<file path="src/sv/glp_pkg.sv">
// shared constants, types and helpers of the label placer
package glp_pkg;
   localparam int MaxBoxesDef     = 24;
   localparam int ScreenPixelsDef = 240;
   localparam int HorizonRowDef   = 180;
   localparam int LabelHeightDef  = 9;
   localparam int LabelGap    = 3;
   localparam int ClockWidth  = 106;
   localparam int ClockHeight = 24;
   localparam int BandHeight  = 34;
   localparam int RingStep    = 10;
   localparam int RingLimit   = 150;
   localparam int SweepStart  = 26;
   // signed coordinate wide enough for all intermediate positions
   localparam int CoordW = 13;
   typedef logic signed [CoordW-1:0] coord_type;
   // sweep row counter, enough for the tallest sky the parameters allow
   localparam int RowW = 9;

   // candidate source codes
   localparam logic [2:0] SRC_CX = 3'd0, SRC_RX = 3'd1, SRC_LFX = 3'd2;
   localparam logic [2:0] SRC_ABOVE = 3'd3, SRC_BELOW = 3'd4, SRC_CY = 3'd5, SRC_XBELOW = 3'd6;

   // controller to datapath commands
   typedef struct packed {
      logic       load;      // capture input item
      logic       seed;      // clear table and seed reserved boxes
      logic       put_marker;
      logic       put_label;
      logic       cand_load; // register candidate position
      logic [1:0] phase;     // 0 fixed list, 1 rings, 2 sweep
      logic [2:0] fix_idx;
      logic [1:0] sub_idx;   // ring x index or sweep x index
      logic       ring_dn;   // ring below side
      logic [3:0] ring_d;    // ring number from 1
      logic [RowW-1:0] sweep_row;
      logic       test;      // compare registered candidate to table
      logic       finish;    // compose the result
      logic       found;
   } ctl_type;

   // datapath to controller status
   typedef struct packed {
      logic opcode;
      logic new_frame;
      logic free;       // candidate tested free
   } sts_type;

   // fixed candidate list: x source, y source
   function automatic logic [5:0] fixed_src(input logic [1:0] cls, input logic [2:0] i);
      logic [2:0] xs, ys;
      xs = SRC_CX; ys = SRC_CY;
      case (cls)
         2'd0: begin
            case (i)
               3'd0: begin xs = SRC_CX;  ys = SRC_ABOVE; end
               3'd1: begin xs = SRC_LFX; ys = SRC_ABOVE; end
               3'd2: begin xs = SRC_RX;  ys = SRC_ABOVE; end
               3'd3: begin xs = SRC_CX;  ys = SRC_BELOW; end
               3'd4: begin xs = SRC_LFX; ys = SRC_BELOW; end
               3'd5: begin xs = SRC_RX;  ys = SRC_BELOW; end
               3'd6: begin xs = SRC_RX;  ys = SRC_CY; end
               default: begin xs = SRC_LFX; ys = SRC_CY; end
            endcase
         end
         2'd1: begin
            case (i)
               3'd0: begin xs = SRC_CX;  ys = SRC_XBELOW; end
               3'd1: begin xs = SRC_RX;  ys = SRC_XBELOW; end
               3'd2: begin xs = SRC_LFX; ys = SRC_XBELOW; end
               3'd3: begin xs = SRC_CX;  ys = SRC_ABOVE; end
               3'd4: begin xs = SRC_RX;  ys = SRC_ABOVE; end
               3'd5: begin xs = SRC_LFX; ys = SRC_ABOVE; end
               3'd6: begin xs = SRC_RX;  ys = SRC_CY; end
               default: begin xs = SRC_LFX; ys = SRC_CY; end
            endcase
         end
         default: begin
            case (i)
               3'd0: begin xs = SRC_RX;  ys = SRC_CY; end
               3'd1: begin xs = SRC_LFX; ys = SRC_CY; end
               3'd2: begin xs = SRC_CX;  ys = SRC_ABOVE; end
               3'd3: begin xs = SRC_CX;  ys = SRC_BELOW; end
               3'd4: begin xs = SRC_RX;  ys = SRC_ABOVE; end
               3'd5: begin xs = SRC_LFX; ys = SRC_ABOVE; end
               3'd6: begin xs = SRC_RX;  ys = SRC_BELOW; end
               default: begin xs = SRC_LFX; ys = SRC_BELOW; end
            endcase
         end
      endcase
      return {xs, ys};
   endfunction
endpackage

</file>
<file path="src/sv/glp_ctrl.sv">
// sequencer that walks the candidate list of the label placer
module glp_ctrl import glp_pkg::*; #(
   parameter int HORIZON_ROW  = HorizonRowDef,
   parameter int LABEL_HEIGHT = LabelHeightDef
) (
   input  logic    clock,
   input  logic    reset,
   input  logic    req_tvalid,
   output logic    req_tready,
   output logic    rsp_tvalid,
   input  logic    rsp_tready,
   input  sts_type sts,
   output ctl_type ctl
);
   localparam logic [2:0] ST_IDLE = 3'd0, ST_SEED = 3'd1, ST_OP = 3'd2,
                          ST_CAND = 3'd3, ST_TEST = 3'd4, ST_DONE = 3'd5, ST_OUT = 3'd6;
   localparam int NumRings = RingLimit / RingStep;
   localparam int SweepStep = LABEL_HEIGHT + 2;
   localparam int SweepEnd  = HORIZON_ROW - LABEL_HEIGHT - 6;
   localparam int NumRows   = (SweepEnd > SweepStart)
                              ? (SweepEnd - SweepStart + SweepStep - 1) / SweepStep : 1;
   localparam int LastRow   = NumRows - 1;

   logic [2:0] state_ff, state_in;
   logic [1:0] phase_ff, phase_in;
   logic [2:0] fix_ff, fix_in;
   logic [1:0] sub_ff, sub_in;
   logic       dn_ff, dn_in;
   logic [3:0] ring_ff, ring_in;
   logic [RowW-1:0] row_ff, row_in;
   logic       found_ff, found_in;
   logic       last;

   assign req_tready = (state_ff == ST_IDLE);
   assign rsp_tvalid = (state_ff == ST_OUT);

   // last candidate of the whole order
   assign last = (phase_ff == 2'd2) && (sub_ff == 2'd2) && (row_ff == RowW'(LastRow));

   always_comb begin
      state_in = state_ff; phase_in = phase_ff; fix_in = fix_ff; sub_in = sub_ff;
      dn_in = dn_ff; ring_in = ring_ff; row_in = row_ff; found_in = found_ff;
      case (state_ff)
         ST_IDLE: if (req_tvalid) begin
            state_in = ST_SEED; phase_in = 2'd0; fix_in = 3'd0; sub_in = 2'd0;
            dn_in = 1'b0; ring_in = 4'd1; row_in = '0; found_in = 1'b0;
         end
         ST_SEED: state_in = ST_OP;
         ST_OP:   state_in = sts.opcode ? ST_CAND : ST_DONE;
         ST_CAND: state_in = ST_TEST;
         ST_TEST: begin
            if (sts.free) begin
               found_in = 1'b1; state_in = ST_DONE;
            end else if (last) begin
               state_in = ST_DONE;
            end else begin
               state_in = ST_CAND;
               case (phase_ff)
                  2'd0: if (fix_ff == 3'd7) phase_in = 2'd1; else fix_in = fix_ff + 3'd1;
                  2'd1: begin
                     if (sub_ff != 2'd2) sub_in = sub_ff + 2'd1;
                     else begin
                        sub_in = 2'd0;
                        if (!dn_ff) dn_in = 1'b1;
                        else begin
                           dn_in = 1'b0;
                           if (ring_ff == 4'(NumRings)) phase_in = 2'd2;
                           else ring_in = ring_ff + 4'd1;
                        end
                     end
                  end
                  default: begin
                     if (sub_ff != 2'd2) sub_in = sub_ff + 2'd1;
                     else begin sub_in = 2'd0; row_in = row_ff + RowW'(1); end
                  end
               endcase
            end
         end
         ST_DONE: state_in = ST_OUT;
         ST_OUT:  if (rsp_tready) state_in = ST_IDLE;
         default: state_in = ST_IDLE;
      endcase
   end

   always_ff @(posedge clock) begin
      if (reset) begin
         state_ff <= ST_IDLE; phase_ff <= 2'd0; fix_ff <= 3'd0; sub_ff <= 2'd0;
         dn_ff <= 1'b0; ring_ff <= 4'd1; row_ff <= '0; found_ff <= 1'b0;
      end else begin
         state_ff <= state_in; phase_ff <= phase_in; fix_ff <= fix_in; sub_ff <= sub_in;
         dn_ff <= dn_in; ring_ff <= ring_in; row_ff <= row_in; found_ff <= found_in;
      end
   end

   always_comb begin
      ctl = '0;
      ctl.load       = (state_ff == ST_IDLE) && req_tvalid;
      ctl.seed       = (state_ff == ST_SEED) && sts.new_frame;
      ctl.put_marker = (state_ff == ST_DONE) && !sts.opcode;
      ctl.cand_load  = (state_ff == ST_CAND);
      ctl.test       = (state_ff == ST_TEST);
      ctl.phase      = phase_ff;
      ctl.fix_idx    = fix_ff;
      ctl.sub_idx    = sub_ff;
      ctl.ring_dn    = dn_ff;
      ctl.ring_d     = ring_ff;
      ctl.sweep_row  = row_ff;
      ctl.finish     = (state_ff == ST_DONE);
      ctl.put_label  = (state_ff == ST_DONE) && sts.opcode && found_ff;
      ctl.found      = found_ff;
   end
endmodule

</file>
<file path="src/sv/glp_datapath.sv">
// box table, candidate generation and overlap test of the label placer
module glp_datapath import glp_pkg::*; #(
   parameter int MAX_BOXES     = MaxBoxesDef,
   parameter int SCREEN_PIXELS = ScreenPixelsDef,
   parameter int HORIZON_ROW   = HorizonRowDef,
   parameter int LABEL_HEIGHT  = LabelHeightDef
) (
   input  logic       clock,
   input  logic       reset,
   input  ctl_type    ctl,
   output sts_type    sts,
   input  logic [31:0] req_tdata,
   output logic       rsp_placed,
   output logic [7:0] rsp_label_x,
   output logic [7:0] rsp_label_y,
   output logic       rsp_table_full
);
   localparam int CntW = $clog2(MAX_BOXES + 1);
   localparam int IdxW = (MAX_BOXES > 1) ? $clog2(MAX_BOXES) : 1;
   localparam int SweepStep = LABEL_HEIGHT + 2;
   localparam int SweepEnd  = HORIZON_ROW - LABEL_HEIGHT - 6;

   // input item
   logic       op_ff, nf_ff;
   logic [7:0] ax_ff, ay_ff, lw_ff;
   logic [3:0] e_ff;
   logic [1:0] cls_ff;
   // derived positions
   coord_type cx, cy, above, below, xbelow, rx, lfx, hix, hiy;
   coord_type px, py, tx, ty;
   coord_type tx_ff, ty_ff;
   logic      row_ok;
   logic [5:0] src;

   // box table
   coord_type bx_ff [MAX_BOXES];
   coord_type by_ff [MAX_BOXES];
   coord_type bw_ff [MAX_BOXES];
   coord_type bh_ff [MAX_BOXES];
   logic [CntW-1:0] cnt_ff, cnt_in;
   logic [MAX_BOXES-1:0] hit;
   logic free_now;
   logic full;

   logic [3:0] e_eff;
   logic [7:0] lw_sat;
   assign e_eff  = (req_tdata[21:18] == 4'd0) ? 4'd1 : req_tdata[21:18];
   assign lw_sat = (int'(req_tdata[29:22]) > SCREEN_PIXELS) ? 8'(SCREEN_PIXELS)
                                                             : req_tdata[29:22];

   always_ff @(posedge clock) begin
      if (ctl.load) begin
         op_ff <= req_tdata[0]; nf_ff <= req_tdata[1];
         ax_ff <= req_tdata[9:2]; ay_ff <= req_tdata[17:10];
         e_ff <= e_eff; lw_ff <= lw_sat; cls_ff <= req_tdata[31:30];
      end
   end

   assign sts.opcode = op_ff;
   assign sts.new_frame = nf_ff;
   assign sts.free = free_now;

   always_comb begin
      cx     = coord_type'(ax_ff) - coord_type'(lw_ff >> 1);
      cy     = coord_type'(ay_ff) - coord_type'(LABEL_HEIGHT / 2);
      above  = coord_type'(ay_ff) - coord_type'(e_ff) - coord_type'(LABEL_HEIGHT + LabelGap);
      below  = coord_type'(ay_ff) + coord_type'(e_ff) + coord_type'(LabelGap);
      xbelow = coord_type'(ay_ff) + coord_type'(e_ff) + coord_type'(LABEL_HEIGHT + 4);
      rx     = coord_type'(ax_ff) + coord_type'(e_ff) + coord_type'(LabelGap);
      lfx    = coord_type'(ax_ff) - coord_type'(e_ff) - coord_type'(LabelGap)
               - coord_type'(lw_ff);
      hix    = coord_type'(SCREEN_PIXELS - 2) - coord_type'(lw_ff);
      hiy    = coord_type'(SCREEN_PIXELS - LABEL_HEIGHT - 2);
      src    = fixed_src(cls_ff, ctl.fix_idx);
      px = cx; py = cy;
      case (ctl.phase)
         2'd0: begin
            case (src[5:3])
               SRC_RX:  px = rx;
               SRC_LFX: px = lfx;
               default: px = cx;
            endcase
            case (src[2:0])
               SRC_ABOVE:  py = above;
               SRC_BELOW:  py = below;
               SRC_XBELOW: py = xbelow;
               default:    py = cy;
            endcase
         end
         2'd1: begin
            case (ctl.sub_idx)
               2'd1:    px = rx;
               2'd2:    px = lfx;
               default: px = cx;
            endcase
            py = ctl.ring_dn
               ? below + coord_type'(ctl.ring_d) * coord_type'(RingStep)
               : above - coord_type'(ctl.ring_d) * coord_type'(RingStep);
         end
         default: begin
            case (ctl.sub_idx)
               2'd0:    px = coord_type'(2);
               2'd1:    px = (coord_type'(SCREEN_PIXELS) - coord_type'(lw_ff)) >>> 1;
               default: px = hix;
            endcase
            py = coord_type'(SweepStart) + coord_type'(ctl.sweep_row) * coord_type'(SweepStep);
         end
      endcase
      tx = (px > hix) ? hix : px;
      if (tx < coord_type'(2)) tx = coord_type'(2);
      ty = (py > hiy) ? hiy : py;
      if (ty < coord_type'(2)) ty = coord_type'(2);
   end

   // sweep rows at or beyond the horizon limit are never free
   assign row_ok = (ctl.phase != 2'd2) || (ty_ff < coord_type'(SweepEnd));

   always_comb begin
      for (int i = 0; i < MAX_BOXES; i++) begin
         hit[i] = (CntW'(i) < cnt_ff) &&
                  (tx_ff < bx_ff[i] + bw_ff[i] + coord_type'(1)) &&
                  (tx_ff + coord_type'(lw_ff) + coord_type'(1) > bx_ff[i]) &&
                  (ty_ff < by_ff[i] + bh_ff[i] + coord_type'(1)) &&
                  (ty_ff + coord_type'(LABEL_HEIGHT + 1) > by_ff[i]);
      end
   end

   always_ff @(posedge clock) begin
      if (ctl.cand_load) begin
         tx_ff <= tx; ty_ff <= ty;
      end
   end

   // combinational compare: free flag feeds the controller within the test state
   assign free_now = ctl.test && row_ok && (hit == '0);

   assign full = (cnt_ff == CntW'(MAX_BOXES));

   always_comb begin
      cnt_in = cnt_ff;
      if (ctl.seed) cnt_in = CntW'(2);
      else if ((ctl.put_marker || ctl.put_label) && !full) cnt_in = cnt_ff + CntW'(1);
   end

   always_ff @(posedge clock) begin
      if (ctl.seed) begin
         bx_ff[0] <= '0; by_ff[0] <= coord_type'(HORIZON_ROW - 4);
         bw_ff[0] <= coord_type'(SCREEN_PIXELS); bh_ff[0] <= coord_type'(BandHeight);
         bx_ff[1] <= '0; by_ff[1] <= '0;
         bw_ff[1] <= coord_type'(ClockWidth); bh_ff[1] <= coord_type'(ClockHeight);
      end else if (ctl.put_marker && !full) begin
         bx_ff[IdxW'(cnt_ff)] <= coord_type'(ax_ff) - coord_type'(e_ff) - coord_type'(2);
         by_ff[IdxW'(cnt_ff)] <= coord_type'(ay_ff) - coord_type'(e_ff) - coord_type'(2);
         bw_ff[IdxW'(cnt_ff)] <= coord_type'({e_ff, 1'b0}) + coord_type'(5);
         bh_ff[IdxW'(cnt_ff)] <= coord_type'({e_ff, 1'b0}) + coord_type'(5);
      end else if (ctl.put_label && !full) begin
         bx_ff[IdxW'(cnt_ff)] <= tx_ff; by_ff[IdxW'(cnt_ff)] <= ty_ff;
         bw_ff[IdxW'(cnt_ff)] <= coord_type'(lw_ff);
         bh_ff[IdxW'(cnt_ff)] <= coord_type'(LABEL_HEIGHT);
      end
   end

   always_ff @(posedge clock) begin
      if (reset) cnt_ff <= '0;
      else cnt_ff <= cnt_in;
   end

   // result register
   always_ff @(posedge clock) begin
      if (ctl.finish) begin
         rsp_placed <= !full && (!op_ff || ctl.found);
         rsp_label_x <= (op_ff && ctl.found && !full) ? tx_ff[7:0] : 8'd0;
         rsp_label_y <= (op_ff && ctl.found && !full) ? ty_ff[7:0] : 8'd0;
         rsp_table_full <= (cnt_in == CntW'(MAX_BOXES));
      end
   end
endmodule

</file>
<file path="src/sv/greedy_label_placer_unit.sv">
// top level of the greedy label placer
// channel | dir | tdata fields (low bit up)
// req_    | in  | opcode, new_frame, anchor_x, anchor_y, extent, label_width, order_class
// rsp_    | out | label_x, label_y; tuser: placed, table_full
// a marker item runs through the seed, opcode, done and output states; a label item
// adds a candidate and a test state per candidate trial, up to 137 trials
// each trial loads a clamped candidate then compares it against every box at once
// reset clears the box count; table entries are only read below the count
// a stalled result holds; the next item is taken once the result is transferred
module greedy_label_placer_unit import glp_pkg::*; #(
   parameter int MAX_BOXES     = MaxBoxesDef,
   parameter int SCREEN_PIXELS = ScreenPixelsDef,
   parameter int HORIZON_ROW   = HorizonRowDef,
   parameter int LABEL_HEIGHT  = LabelHeightDef
) (
   input  logic        clock,
   input  logic        reset,
   input  logic        req_tvalid,
   output logic        req_tready,
   input  logic [31:0] req_tdata,  // opcode, new_frame, anchor_x, anchor_y, extent,
                                   // label_width, order_class
   output logic        rsp_tvalid,
   input  logic        rsp_tready,
   output logic [15:0] rsp_tdata,  // label_x, label_y
   output logic [1:0]  rsp_tuser   // placed, table_full
);
   ctl_type ctl;
   sts_type sts;
   logic    placed, full;
   logic [7:0] lx, ly;

   glp_ctrl #(
      .HORIZON_ROW(HORIZON_ROW), .LABEL_HEIGHT(LABEL_HEIGHT)
   ) u_ctrl (
      .clock, .reset, .req_tvalid, .req_tready, .rsp_tvalid, .rsp_tready,
      .sts, .ctl
   );

   // free flag is evaluated in the test cycle itself
   glp_datapath #(
      .MAX_BOXES(MAX_BOXES), .SCREEN_PIXELS(SCREEN_PIXELS),
      .HORIZON_ROW(HORIZON_ROW), .LABEL_HEIGHT(LABEL_HEIGHT)
   ) u_dp (
      .clock, .reset, .ctl, .sts, .req_tdata,
      .rsp_placed(placed), .rsp_label_x(lx), .rsp_label_y(ly), .rsp_table_full(full)
   );

   assign rsp_tdata = {ly, lx};
   assign rsp_tuser = {full, placed};
endmodule

</file>
<file path="config.mk">
export PLATFORM = sky130hd
export DESIGN_NAME = greedy_label_placer_unit
export DESIGN_NICKNAME = d
export VERILOG_FILES = /design/src/sv/glp_pkg.sv /design/src/sv/glp_ctrl.sv /design/src/sv/glp_datapath.sv /design/src/sv/greedy_label_placer_unit.sv
export SDC_FILE = /design/constraint.sdc
export NUM_CORES = 2
export LEC_CHECK = 0
export ABC_AREA = 1
export BUFFER_PORTS_ARGS = -buffer_cell sky130_fd_sc_hd__buf_4
export CAP_MARGIN = 20
export CORE_MARGIN = 2
export CORE_UTILIZATION = 50
export CTS_CLUSTER_SIZE = 20
export DETAILED_ROUTE_END_ITERATION = 8
export PLACE_DENSITY = 0.66
export SLEW_MARGIN = 20
export SYNTH_ARGS = -nofsm -noshare
export SYNTH_HDL_FRONTEND = slang
export SYNTH_SLANG_ARGS = --single-unit
export TNS_END_PERCENT = 10
</file>
<file path="constraint.sdc">
create_clock -name clock -period 14.15 [get_ports clock]
set_input_delay 2.83 -clock clock [delete_from_list [all_inputs] [get_ports clock]]
set_output_delay 2.83 -clock clock [all_outputs]
set_load 0.02 [all_outputs]
</file>
# Yosys cells after proc, flatten, opt, wreduce, memory -nomap -nowiden
# Memories as Yosys holds them, arrays and structs flattened.
# Cells that the tools add are included.
[totals]
out_inout_bits = 20
memories = 4
mem_bits_rw = 960
reg_bits = 106
word_cells = 568
[memory_table]
columns = ["memory", "depth", "width", "read_ports", "rd_ports_with_merged_regs", "wr", "line_no", "rtl"]
rows = [
  ["u_dp.bx_ff", 24, 13, 24, 0, 2, "glp_datapath.sv:36", "coord_type bx_ff [MAX_BOXES];"],
  ["u_dp.by_ff", 24, 13, 24, 0, 2, "glp_datapath.sv:37", "coord_type by_ff [MAX_BOXES];"],
  ["u_dp.bw_ff", 24, 8, 24, 0, 2, "glp_datapath.sv:38", "coord_type bw_ff [MAX_BOXES];"],
  ["u_dp.bh_ff", 24, 6, 24, 0, 2, "glp_datapath.sv:39", "coord_type bh_ff [MAX_BOXES];"],
]
[classes]
n_reduce_logical = 146
add_sub_neg = 124
n_lt_le_gt_ge = 126
multipliers = 2
n_bitwise = 4
muxes = 93
n_eq_ne = 47
[op_table]
columns = ["op", "n"]
rows = [
  ["adder 13 bit", 49],
  ["adder 13 x 2 -> 13 bit, second input constant", 49],
  ["greater-than comparator 13 bit", 49],
  ["< comparator 13 bit", 48],
  ["case mux 13 bit (2 select lines)", 5],
  ["logical AND 1 bit", 111],
  ["two-way mux 13 bit", 7],
  ["two-way mux 9 bit", 5],
  ["< comparator 4 x 5 -> 1 bit, first input constant", 8],
  ["< comparator 5 bit, first input constant", 8],
  ["case mux 13 bit (3 select lines)", 1],
  ["subtractor 13 x 3 -> 13 bit, second input constant", 3],
  ["case mux 3 bit (2 select lines)", 6],
  ["two-way mux 3 bit", 10],
  ["two-way mux 5 bit", 6],
  ["two-way mux 4 bit", 7],
  ["!= test 2 bit, second input constant", 14],
  ["== test 3 bit, second input constant", 9],
  ["adder 13 x 3 -> 13 bit, second input constant", 2],
  ["adder 13 x 5 -> 13 bit, second input constant", 2],
  ["< comparator 13 x 3 -> 1 bit, second input constant", 2],
  ["OR reduction 13 bit", 2],
  ["logical NOT 24 bit", 1],
  ["case mux 2 bit (2 select lines)", 6],
  ["other kinds (58)", 132],
]

# Logic depth before layout (Yosys ltp)
# An unclocked memory read counts as a cell.
[depth]
depth_word = 12
ltp_mapped = 39
ltp_nobuf = 38

# Hierarchy
# A second synthesis with hierarchy kept.
[hier_totals]
cells_unflattened = 9507
hier_area_um2 = 87168.6
[by_module_without_submodules]
columns = ["mod", "instances", "area_each_um2", "cells_each"]
rows = [
  ["glp_datapath", 1, 85449.5, 9239],
  ["glp_ctrl", 1, 1704.1, 266],
  ["greedy_label_placer_unit", 1, 15.0, 2],
]

# Least setup slack after synthesis
# Ideal clock, no wire load.
[synth_timing]
kind = "flip-flop to flip-flop"
startpoint = "register u_dp.tx_ff[1]"
endpoint = "register u_ctrl.fix_ff[1]"
t_arrival_ns = 5.658
setup_ns = 0.128
n_path_buf = 1
stages_incl_launch_ff = 30
path_slack_ns = 8.365
path_cell_list = "edfxtp_1 > inv_1 > fa_1 > o21ai_0 > a21oi_1 > o21bai_1 > a21oi_1 > o21ai_0 > nand2_1 > nor2_1 > nand3_1 > xnor2_1 > ha_1 > nand2_1 > nor3_1 > nand4_1 > o21bai_1 > nand3_1 > nand3_1 > nor2_1 > nand3_1 > nand2_1 > nor2_1 > nand2_1 > nor2_1 > nand3_1 > buf_2 > nand4_1 > o21ai_0 > nor2_1"
[synth_via]
elab_chain_cells = 10
elab_cells_between_ends = 150
classes_between = "2 x add/sub; 48 x order compare; 1 x eq/ne; 99 x reduce/logical"
[synth_rtl]
columns = ["item", "line_no", "rtl"]
rows = [
  ["start, declared", "glp_datapath.sv:31", "coord_type tx_ff, ty_ff;"],
  ["start signal, assigned", "glp_datapath.sv:130", "tx_ff <= tx; ty_ff <= ty;"],
  ["adder 13 x 9 -> 13 bit", "glp_datapath.sv:122", "(tx_ff + coord_type'(lw_ff) + coord_type'(1) > bx_ff[i]) &&"],
  ["adder 13 x 2 -> 13 bit", "glp_datapath.sv:122", ""],
  ["greater-than comparator 13 bit", "glp_datapath.sv:122", ""],
  ["logical AND 1 bit", "glp_datapath.sv:121", "(tx_ff < bx_ff[i] + bw_ff[i] + coord_type'(1)) &&"],
  ["logical AND 1 bit", "glp_datapath.sv:122", ""],
  ["logical AND 1 bit", "glp_datapath.sv:123", "(ty_ff < by_ff[i] + bh_ff[i] + coord_type'(1)) &&"],
  ["logical NOT 24 bit *", "glp_datapath.sv:135", "assign free_now = ctl.test && row_ok && (hit == '0);"],
  ["logical AND 1 bit *", "glp_datapath.sv:135", ""],
  ["!= test 2 bit (no line) *", "n/a", ""],
  ["AND reduction 6 bit (no line) *", "n/a", ""],
  ["end signal, assigned", "glp_ctrl.sv:90", "state_ff <= state_in; phase_ff <= phase_in; fix_ff <= fix_in; sub_ff <= sub_in;"],
  ["end, declared", "glp_ctrl.sv:26", "logic [2:0] fix_ff, fix_in;"],
]
# Every way passes the cells marked *; elsewhere a longest branch is shown, timed or not.
# A chain may end at the register's enable or synchronous reset.

# Worst setup path in the final report
[layout_timing]
startpoint = "register u_dp.tx_ff[0]"
endpoint = "register u_ctrl.row_ff[1]"
[layout_via]
elab_chain_cells = 10
elab_cells_between_ends = 150
classes_between = "2 x add/sub; 48 x order compare; 1 x eq/ne; 99 x reduce/logical"
[layout_rtl]
columns = ["item", "line_no", "rtl"]
rows = [
  ["adder 13 x 9 -> 13 bit", "glp_datapath.sv:122", ""],
  ["adder 13 x 2 -> 13 bit", "glp_datapath.sv:122", ""],
  ["greater-than comparator 13 bit", "glp_datapath.sv:122", ""],
  ["logical AND 1 bit", "glp_datapath.sv:121", ""],
  ["logical AND 1 bit", "glp_datapath.sv:122", ""],
  ["logical AND 1 bit", "glp_datapath.sv:123", ""],
  ["logical NOT 24 bit *", "glp_datapath.sv:135", ""],
  ["logical AND 1 bit *", "glp_datapath.sv:135", ""],
  ["!= test 2 bit (no line) *", "n/a", ""],
  ["AND reduction 6 bit (no line) *", "n/a", ""],
  ["end signal, assigned", "glp_ctrl.sv:91", "dn_ff <= dn_in; ring_ff <= ring_in; row_ff <= row_in; found_ff <= found_in;"],
  ["end, declared", "glp_ctrl.sv:30", "logic [RowW-1:0] row_ff, row_in;"],
]
# Marks and branches as above.

==> summary.txt <==
Run status -> finished, final reports clean
Maximum vdd ir drop -> 0.106 mV
Core area -> 173000 sq um
Relative slew slack -> 23.7%
Setup_tns -> 0 ps
Die ar. -> 177000 sq um
Max-cap viol count -> 0
TritonCTS Buffers -> 130
Netlist Area Pre-Place -> 87000 sq um
Clock latency on the worst-skew pair -> 810 ps
Most instantiated cells after synthesis -> 1762 x ha_1, 1531 x inv_1, 1320 x nand2_1
Distinct cell type count of the synthesized netlist -> 62
Hold Crit Class -> flip-flop to flip-flop
I/O pin count -> 56
Detailed-route DRC error count -> 0
Highest-delay cell along the critical path -> xor2_4
Type of element launching the critical path -> flip-flop
CP endpoint kind -> flip-flop
Clock sink total -> 1044
Fill count -> 15400
Global-route usage over all layers -> 31.2%
Data arrival time of the worst path -> 8340 ps
Post-synthesis sequential area ratio -> 35.7%
Number of max-slew violations in the final report -> 0
Number of cells in the design after placement -> 12000
Placer Congestion -> 0.953
Tmin final -> 7650 ps
Post-CTS setup buffers -> 0
Sequential Area -> 31000 sq um
TritonCTS clock tree -> done
Relative area change from synthesis to final layout -> 10.5%
Clock Tree Root -> clkbuf_16
Routed length per placed instance -> 23.1 microns
EDFF count, synth -> 1012
Count leader, synth -> ha_1
Number of global-route vias before repair -> 69600
Post-cts resize count -> 0
Die span in x -> 421 microns
Number of cells traversed by the worst hold path -> 1
Via-per-instance ratio -> 5.83
Maximum level of the CTS H-tree -> 4
Final hold violations -> 0
Overall overflow remaining after global route -> 0
Height of the die -> 421 microns
Number of antenna violations at the first check in global routing -> 22
Number of cells traversed by the worst register-to-register path -> 30
Transition time at the pin with the least slew margin -> 1130 ps
Multi-input gate area in the final layout -> 50500 sq um
Leakage dissipation -> 44.7 nW
Flops & latches, synth -> 1044
Setup repair after global routing missed its margin -> no
Total Wirelength -> 282 mm
Number of DRC markers after the initial detailed-route iteration -> 6574
PnR Total Power -> 9.57 mW
Pre-Repair DR Iteration Count -> 6
Final critical-path share of the clock period -> 54.0%
Delay of the slowest cell on the worst path -> 670 ps
PortBufs -> 55
Predominant post-synthesis flop cell -> edfxtp_1
Cell Count, Final, Fillers Out -> 12200
Half-perimeter wire length after detailed placement -> 190 mm
CTS Buffer Depth -> 3
Global-route wire length before repair -> 416 mm
Number of buffers added to fix hold violations after cts -> 0
Post-Syn Area per Cell -> 9.13 sq um
Power per cell area -> 99.6 nW/um^2
Gate count after technology mapping -> 9535
Clock slew at the register clock pins of the worst setup and hold paths -> 60 ps
Area share of the leading cell type in the synthesized netlist -> 34.9%
Total via count after detailed routing -> 71400
Async SR Flop Fraction -> 0%
Worst clock skew -> 36.3 ps
Initial Utilization -> 50.2%
Critical Path RT -> 14850 ps
Number of cell rows -> 153
Number of antenna-violating nets in the routed design -> 0
Top achievable clock speed -> 0.131 GHz
Biggest area contributors in the synthesized netlist -> edfxtp_1 35%, ha_1 25%, inv_1 6.6%
Proportion of layout cells with a drive suffix above 1 -> 5.08%
Setup-failing EPs final -> 0
Category of the critical setup timing path -> flip-flop to flip-flop
Total of warnings raised by yosys -> 0
Most frequent cell on the critical path -> nor2_1
CP Max Fanout -> 26
Maximum number of pins on one net before global-route repair -> 41
Nets -> 11700
Largest area contributor in the netlist -> edfxtp_1
[power by group]
group | total, mW | internal, mW | leakage [nW] | switching (mW)
logic | 2.50 | 0.715 | 33.0 | 1.79
registers | 3.59 | 3.56 | 9.51 | 0.0346
clock network | 3.48 | 2.08 | 2.14 | 1.40
[final timing paths]
path / slack, ps / startpoint / endpoint
worst max-delay path: 6500 / u_dp.tx_ff[0]$_SDFFCE_PP0P_ / u_ctrl.row_ff[1]$_SDFFE_PP0P_
worst min-delay path: 470 / u_ctrl.state_ff[0]$_SDFFE_PP0P_ / u_ctrl.state_ff[0]$_SDFFE_PP0P_
worst max register to register: 6500 / u_dp.tx_ff[0]$_SDFFCE_PP0P_ / u_ctrl.row_ff[1]$_SDFFE_PP0P_
worst min register to register: 470 / u_ctrl.state_ff[0]$_SDFFE_PP0P_ / u_ctrl.state_ff[0]$_SDFFE_PP0P_
[cells by family (layout without fill, tap and decap cells)]
kind of cell	count (synthesis)	in the layout	share of synthesized area (%)
XOR/XNOR	568	568	5.72
AND/OR/NAND/NOR	2714	2714	13.7
AO/OA/AOI/OAI	1775	1775	11.2
buffers and inverters	1605	1972	6.96
adder cells (fa/ha/maj)	1828	1828	26.8
other	1	18	0.00431
flip-flops	1044	1044	35.7
[state kept, by name, summed over array words and instances, names as in the netlist, 9 cells and up]
signal and flops:
u_dp.bh_ff 122, u_ctrl.row_ff 9, u_dp.by_ff 312, u_dp.ty_ff 13
u_dp.tx_ff 13, u_dp.bw_ff 192, u_dp.bx_ff 312
[cell usage in the layout (no fill, tap or decap), types with 48 or more instances in the layout]
| master | n |
|---|---|
| ha_1 | 1762 |
| inv_1 | 1520 |
| nand2_1 | 1317 |
| a21oi_1 | 1012 |
| edfxtp_1 | 1012 |
| nor2_1 | 522 |
| xor2_1 | 508 |
| o21ai_0 | 439 |
| nand3_1 | 335 |
| buf_4 | 177 |
| nand4_1 | 147 |
| clkbuf_16 | 137 |
| nor3_1 | 124 |
| o21bai_1 | 88 |
| nor4_1 | 76 |
| nand3b_1 | 69 |
| fa_1 | 66 |
| o31ai_1 | 56 |
| xnor2_1 | 48 |
[cell type report]
type	instances	area share [%]
clock buffers	156	3.64
multi-input cells	6892	52.6
flip-flops and latches	1044	32.3
inverters	1557	6.08
repair buffers	180	1.46
clock inverters	79	0.921
well taps	2325	3.03
diodes	11	0.0286
[worst max-delay path, delay by kind of cell (launching register included)]
family,cells,cell delay [ps]
AO/OA/AOI/OAI,7,1460
XOR/XNOR,1,670
adder cells (fa/ha/maj),3,920
buffers and inverters,4,1460
flip-flops,1,320
AND/OR/NAND/NOR,15,2670
[per-stage QoR]
stage / worst slack (ps) / cell area [sq um] / hold WS, ps / util, %
5_1_grt: 6280 / 96100 / 517 / 55.4
3_3_place_gp: 6750 / 91600 / 447 / 52.8
2_1_floorplan: 8360 / 87100 / 426 / -
4_1_cts: 6750 / 96000 / 469 / 55.4
3_5_place_dp: 6760 / 91700 / 459 / 52.8
6_report: 6500 / 96100 / 472 / 55.4
[layer usage]
| layer | global-route usage [%] | routed length (microns) |
|---|---|---|
| met5 | 0 | 0 |
| met4 | 16.4 | 16600 |
| met3 | 4.39 | 24400 |
| met2 | 50.0 | 126000 |
| met1 | 40.9 | 115000 |
Power figures use the tool's default switching activity.
